### src/hdl/jddm_pkg.sv
package jddm_pkg;

    localparam int AXIS_BITS_DEF = 16;
    localparam int CFG_IDX_W     = 2;
    localparam int CFG_DATA_W    = 15;
    localparam int DZ_W          = 15;
    localparam int FS_W          = 8;
    localparam int SPD_W         = 8;
    localparam int MASK_W        = 8;
    localparam int BTN_W         = 9;
    // Dead zone compares are done with the radius shifted up by this many bits.
    localparam int DZ_SHIFT      = 15;

    localparam logic [DZ_W-1:0] STICK_DZ_RST   = 15'd1638;
    localparam logic [DZ_W-1:0] TWIST_DZ_RST   = 15'd1638;
    localparam logic [FS_W-1:0] FULL_SCALE_RST = 8'd100;

    // cos(pi/8) and sin(pi/8) in Q0.16, held signed for the cross products.
    localparam logic signed [17:0] COS8 = 18'sd60547;
    localparam logic signed [17:0] SIN8 = 18'sd25080;

    typedef enum logic [CFG_IDX_W-1:0] {
        REG_STICK_DZ   = 2'd0,
        REG_TWIST_DZ   = 2'd1,
        REG_FULL_SCALE = 2'd2
    } t_cfg_reg;

    localparam int MB_ONE    = 0;
    localparam int MB_CENTER = 1;
    localparam int MB_LEFT   = 2;
    localparam int MB_RIGHT  = 3;
    localparam int MB_FLAG   = 7;

    localparam int BTN_FLAG   = 3;
    localparam int BTN_SPIN_L = 6;
    localparam int BTN_SPIN_R = 7;
    localparam int BTN_QUIT   = 8;

    // Per-report side information that rides along the square root pipeline.
    typedef struct packed {
        logic [BTN_W-1:0] btn;
        logic [SPD_W-1:0] center;
        logic             twist_rev;
        logic             y_pos;
        logic             fwd_left;
        logic             sec_right;
        logic             sec_both;
        logic             sec_left;
    } t_side;

endpackage

### src/hdl/jddm_isqrt.sv
module jddm_isqrt
    import jddm_pkg::*;
#(
    parameter int N      = AXIS_BITS_DEF,
    parameter int SIDE_W = 1
) (
    input  logic              i_clk,
    input  logic              i_rst_n,
    input  logic              i_en,
    input  logic              i_valid,
    input  logic [2*N-1:0]    i_rad,
    input  logic [SIDE_W-1:0] i_side,
    output logic              o_valid,
    output logic [N-1:0]      o_root,
    output logic [SIDE_W-1:0] o_side
);

    // One result bit per stage, restoring digit recurrence.
    logic              r_vld  [N];
    logic [2*N-1:0]    r_rad  [N];
    logic [N+1:0]      r_rem  [N];
    logic [N-1:0]      r_res  [N];
    logic [SIDE_W-1:0] r_side [N];

    for (genvar k = 0; k < N; k++) begin : g_stage
        logic              p_vld;
        logic [2*N-1:0]    p_rad;
        logic [N+1:0]      p_rem;
        logic [N-1:0]      p_res;
        logic [SIDE_W-1:0] p_side;
        logic [N+1:0]      cur;
        logic [N+1:0]      trial;
        logic              ge;

        if (k == 0) begin : g_first
            assign p_vld  = i_valid;
            assign p_rad  = i_rad;
            assign p_rem  = '0;
            assign p_res  = '0;
            assign p_side = i_side;
        end else begin : g_next
            assign p_vld  = r_vld[k-1];
            assign p_rad  = r_rad[k-1];
            assign p_rem  = r_rem[k-1];
            assign p_res  = r_res[k-1];
            assign p_side = r_side[k-1];
        end

        assign cur   = {p_rem[N-1:0], p_rad[2*N-1:2*N-2]};
        assign trial = {p_res, 2'b01};
        assign ge    = (cur >= trial);

        always_ff @(posedge i_clk) begin
            if (!i_rst_n) begin
                r_vld[k] <= 1'b0;
            end else if (i_en) begin
                r_vld[k] <= p_vld;
            end
            if (i_en) begin
                r_rad[k]  <= {p_rad[2*N-3:0], 2'b00};
                r_rem[k]  <= ge ? (cur - trial) : cur;
                r_res[k]  <= {p_res[N-2:0], ge};
                r_side[k] <= p_side;
            end
        end
    end

    assign o_valid = r_vld[N-1];
    assign o_root  = r_res[N-1];
    assign o_side  = r_side[N-1];

endmodule

### config.mk
export PLATFORM = sky130hd
export DESIGN_NAME = jddm_isqrt
export DESIGN_NICKNAME = d
export VERILOG_FILES = /design/src/hdl/jddm_pkg.sv /design/src/hdl/jddm_isqrt.sv
export SDC_FILE = /design/constraint.sdc
export NUM_CORES = 1
export LEC_CHECK = 0
export BUFFER_PORTS_ARGS = -buffer_cell sky130_fd_sc_hd__buf_4
export CORE_ASPECT_RATIO = 1.75
export CORE_MARGIN = 1
export CORE_UTILIZATION = 45
export DETAILED_ROUTE_END_ITERATION = 16
export PLACE_DENSITY = 0.56
export SKIP_LAST_GASP = 1
export SLEW_MARGIN = 20
export SYNTH_ARGS = -nofsm -noshare
export SYNTH_HDL_FRONTEND = slang
export SYNTH_SLANG_ARGS = --single-unit
### constraint.sdc
create_clock -name i_clk -period 3.4 [get_ports i_clk]
set_input_delay 0.17 -clock i_clk [delete_from_list [all_inputs] [get_ports i_clk]]
set_output_delay 0.17 -clock i_clk [all_outputs]
set_load 0.05 [all_outputs]
Yosys cells after proc, flatten, opt, wreduce, memory -nomap -nowiden
Memory sizes are Yosys's and may differ from the RTL's.
Index checks and enable logic that the tools add are counted.
{"block": "op_classes", "add_sub_neg": 16, "n_mul": 0, "div": 0, "order_cmp": 16, "eq_ne": 0, "shift": 0, "muxes": 37, "bitwise": 16, "reduce_logical": 0}
{"op": "$mux W18", "count": 16}
{"op": "$ge A18 B18 Y1", "count": 15}
{"op": "$sub A18 B18 Y18", "count": 15}
{"op": "$mux W1", "count": 21}
{"op": "$or A1 B1 Y1", "count": 16}
{"op": "$sub A2 B1 Y3 const B", "count": 1}
{"op": "$ge A2 B1 Y1 const B", "count": 1}
{"block": "totals", "reg_bits": 0, "latchBits": 0, "mem_bits_rw": 1056, "romBits": 0, "in_bits": 37, "out_inout_bits": 18, "word_cells": 90, "memories": 5}
{"name": "r_rad", "words": 16, "width": 30, "read_ports": 15, "rd_ports_with_merged_regs": 0, "write_ports": 16, "line_no": "jddm_isqrt.sv:20", "rtl": "logic [2*N-1:0] r_rad [N];"}
{"name": "r_rem", "words": 16, "width": 18, "read_ports": 15, "rd_ports_with_merged_regs": 0, "write_ports": 16, "line_no": "jddm_isqrt.sv:21", "rtl": "logic [N+1:0] r_rem [N];"}
{"name": "r_res", "words": 16, "width": 16, "read_ports": 16, "rd_ports_with_merged_regs": 0, "write_ports": 16, "line_no": "jddm_isqrt.sv:22", "rtl": "logic [N-1:0] r_res [N];"}
{"name": "r_side", "words": 16, "width": 1, "read_ports": 16, "rd_ports_with_merged_regs": 0, "write_ports": 16, "line_no": "jddm_isqrt.sv:23", "rtl": "logic [SIDE_W-1:0] r_side [N];"}
{"name": "r_vld", "words": 16, "width": 1, "read_ports": 16, "rd_ports_with_merged_regs": 0, "write_ports": 16, "line_no": "jddm_isqrt.sv:19", "rtl": "logic r_vld [N];"}

Logic depth before layout (Yosys ltp)
{"block": "depth", "ltp_word": 4, "ltp_mapped": 12}

Least setup slack after synthesis
Ideal clock, no wire load.
{"block": "synth_timing", "path_type": "reg-to-reg", "startpoint": "memory r_rem[13][9] (netlist name)", "endpoint": "memory r_rem[14][10] (netlist name) (data pin)", "setup_time_ns": 0.260, "t_arrival_ns": 2.406, "slack_ns": 0.734, "path_stages_with_launch": 10, "path_buffers": 1, "path_cell_list": "edfxtp_1 ha_1 a21o_1 a21o_1 a21o_1 a21o_1 a2111oi_4 o21ai_2 buf_6 mux2_4"}
{"element": "from (decl)", "line_no": "jddm_isqrt.sv:21"}

==> results.rst <==
.. list-table::
   :header-rows: 1

   * - Metric
     - Value
   * - Status
     - completed
   * - Top library cells by usage in the layout, fill and taps aside
     - sky130_fd_sc_hd__edfxtp_1 (631), sky130_fd_sc_hd__inv_1 (178), sky130_fd_sc_hd__ha_1 (152)
   * - Start point of the critical path
     - r_res[1][80]
   * - Global-route wire length before repair
     - around 89000 um
   * - CTS HTree Levels
     - 2
   * - Placeable core area
     - 62220 sq um
   * - Highest achievable clock rate
     - 0.3190 GHz
   * - Die Span Y
     - 333.8 um
   * - Total routed wirelength
     - 57280 um
   * - Maximum buffer depth of the clock tree
     - 3
   * - Net count after synthesis
     - approximately 2200
   * - Initial DRC count
     - 725
   * - Detailed-route wire length per cell
     - 18.79 um
   * - Layout Skew
     - 0.03347 ns
   * - Count of nets after finishing
     - around 2400
   * - Period minus WS final
     - 3.135 ns
   * - Clock latency reported for the late side of the worst-skew pair
     - between 0.6 and 0.7 ns
   * - Routed vias
     - between 15000 and 20000
   * - Most common library cell in the layout ignoring fill and taps
     - sky130_fd_sc_hd__edfxtp_1
   * - Final RePlAce weighted congestion
     - approximately 0.91
   * - Gates resized, CTS repair
     - 0
   * - Row count
     - 121
   * - Number of iterations in the first detailed-routing pass
     - 5
   * - Antenna Nets Post-Route
     - 0
   * - Vias in the first global route
     - 17380
   * - Clk pin slew, worst setup/hold paths
     - ~0.060 ns
   * - Placement-stage worst setup slack
     - 0.1808 ns
   * - GRT Overall Usage
     - a little under a fifth
   * - Kind of capture point of the worst setup path
     - register
   * - Path depth of the worst reg2reg path
     - 10
   * - Most used DFF post-synth
     - sky130_fd_sc_hd__edfxtp_1
   * - Depth of the worst hold-timing path
     - 1
   * - Leakage power
     - 12.58 nW
   * - Number of flops mapped to enable cells by yosys
     - 631
   * - Post-detailed-route via-to-cell ratio
     - 5.376
   * - Grt ovf
     - 0
   * - Worst r2r src
     - r_res[1][80]
   * - Power density cells
     - around 620 nW/um^2
   * - Unrepaired setup endpoints after global routing
     - no
   * - Area growth from synthesis to layout
     - 14.03%
   * - I/O Pins
     - 55
   * - Core utilization of the finished layout
     - 51.87%
   * - Worst-path maximum fanout
     - 17
   * - Cells after synthesis
     - 2040
   * - Number of buffers created by CTS
     - between 50 and 60
   * - Count of input and output buffers
     - 54
   * - Ratio of cells with drive above 1 in the final layout
     - approximately a tenth
   * - Number of inserted diodes
     - 0
   * - Proportion of synthesized flip-flops having asynchronous set or reset
     - 0%
   * - Register bit count reported by yosys
     - between 600 and 700
   * - Die X
     - 191.6 um
   * - Pin count of the biggest net entering global routing
     - 110
   * - Arrival time of data at the critical path endpoint
     - around 3.5 ns
   * - Initial core utilization
     - between 40% and 50%
   * - Count of cell types in the netlist
     - between 70 and 80
   * - Final HPWL from detailed placement
     - between 40000 and 50000 um
   * - Total negative setup slack
     - 0 ns
   * - Setup Crit Path Kind
     - register to register
   * - Number of maximum-capacitance constraint violations
     - 0
   * - Max-slew violation count
     - 0
   * - Worst hold start
     - i_en
   * - Final WS setup
     - ~0.27 ns
   * - Final-report hold violation count
     - 0
   * - Startpoint type of the worst setup path
     - register
   * - Antenna violations before repair
     - 0
   * - Post-detailed-route DRC marker count
     - 0
   * - Worst Path Required
     - around 3.8 ns
   * - Transition at the pin with the smallest max-transition slack
     - between 0.7 and 0.8 ns
   * - Mean instance size in the synthesized netlist
     - between 10 and 15 sq um
   * - Hold WC Path Type
     - input port to register
   * - Filler instances
     - between 5000 and 6000
   * - Max rail drop VDD
     - roughly 0.46 mV
   * - Clock Tree Root
     - sky130_fd_sc_hd__clkbuf_16
   * - Max_slew headroom
     - about half
   * - WHS
     - between 0.07 and 0.08 ns
   * - Setup-failing EPs final
     - 0
   * - Sequential-to-total area share from yosys stat
     - approximately two thirds
   * - Yosys warnings
     - 0
   * - Clock tree from TritonCTS
     - yes
   * - TritonCTS Sinks
     - roughly 630
   * - Post-synthesis cell area
     - roughly 28000 sq um
   * - Post-route fraction of the period consumed by the critical path
     - just over 90%
   * - Die Footprint
     - 63940 sq um
where the power goes:
group | switching (W) | internal [W]
Clock | 0.00293 | 0.00381
Sequential | 0.000463 | 0.00965
Combinational | 0.00183 | 0.00147
layout make-up:
type                       instances  area [sq um]  share of cell area (%)
clock buffer                      68          1510                   4.679
clock inverter                    40         455.4                   1.411
inverter                         180         675.6                   2.093
multi-input combinational       1206          8567                   26.54
sequential                       632         18970                   58.77
tap                              799         999.7                   3.098
timing repair buffer             123          1099                   3.404
Yosys cell counts, drive strengths merged (2+ instances only):
master | count | area, sq um
nor3 | 49 | 250.2
clkbuf | 13 | 48.80
o31ai | 12 | 90.09
xnor2 | 97 | 849.6
o31a | 2 | 17.52
ha | 152 | 1902
and2 | 6 | 37.54
mux2i | 7 | 70.07
a31oi | 13 | 81.33
a21o | 43 | 322.8
o21ai | 99 | 499.2
or2 | 10 | 62.56
o21a | 34 | 255.2
o21bai | 6 | 45.04
mux2 | 31 | 375.4
nand2b | 36 | 225.2
and4b | 3 | 30.03
a211o | 2 | 17.52
o2111ai | 5 | 43.79
o211ai | 6 | 45.04
nor2b | 23 | 143.9
a311o | 2 | 20.02
nor3b | 2 | 20.02
a2111oi | 4 | 53.81
edfxtp | 631 | 18950
buf | 9 | 50.04
o2bb2ai | 2 | 17.52
nand4b | 7 | 67.56
nand2 | 102 | 382.9
a21boi | 3 | 22.52
nor2 | 112 | 420.4
o41ai | 4 | 35.03
and3 | 25 | 156.4
xor2 | 64 | 560.5
a21oi | 113 | 565.5
nand3b | 9 | 67.56
a41o | 4 | 40.04
inv | 179 | 671.9
a211oi | 15 | 117.6
nand3 | 27 | 135.1
and4 | 5 | 43.79
nor4 | 18 | 112.6
nand4 | 13 | 81.33
or4 | 5 | 37.54
or3 | 23 | 143.9
worst paths after layout:
kind	slack [ns]	end
worst min register to register	0.41	r_rad[3][8]
worst max register to register	0.27	r_rem[14][4]
worst min-delay path	0.07	r_rad[0][12]
worst max-delay path	0.27	r_rem[14][4]
cells by family (layout without fill, tap and decap cells):
logic type	after synthesis	count (layout)	share of synthesized area, %
compound gates	377	377	8.351
simple gates	477	477	8.607
fa+ha+maj	152	152	6.719
mux	38	38	1.574
flops	632	632	67.02
buf+inv	202	411	2.736
other cells	1	1	0.01325
xor+xnor	161	161	4.982
critical path, stage by stage, from the launching register on:
cell and delay, ns:
sky130_fd_sc_hd__edfxtp_1 0.48, sky130_fd_sc_hd__inv_1 0.08, sky130_fd_sc_hd__ha_1 0.35, sky130_fd_sc_hd__nand2b_1 0.12, sky130_fd_sc_hd__a21oi_1 0.39, sky130_fd_sc_hd__o211ai_1 0.19, sky130_fd_sc_hd__nand3b_1 0.27, sky130_fd_sc_hd__a31oi_1 0.15
sky130_fd_sc_hd__o21ai_2 0.17, sky130_fd_sc_hd__buf_4 0.31, sky130_fd_sc_hd__mux2_2 0.37
timing repair:
action / CTS / global route
buffers inserted: 0 / 0
hold buffers: 37 / 0
hold endpoints to repair: 50 / 0
flip-flops by register name (all words and copies together), names as in the netlist:
signal	flops
r_rad	240
r_vld	16
r_rem	224
r_side	16
r_res	136
metal layers:
layer / vias to the layer above / part of all wire (%) / track usage (%)
li1: 7866 / - / -
met1: 7992 / 30 / 14.56
met2: 345 / 60 / 38.02
met3: 182 / 2.6 / 2.550
met4: 0 / 7.8 / 13.54
met5: - / 0 / 0
per-stage QoR:
stage,cell area [sq um],power [W],std cells
floorplan,28300,0.01243,2040
global placement,29940,0.01344,2903
global route,32270,0.02109,3048
detailed placement,29940,0.01357,2903
CTS,32270,0.02041,3048
finish,32270,0.02016,3048
Power figures use the tool's default switching activity.
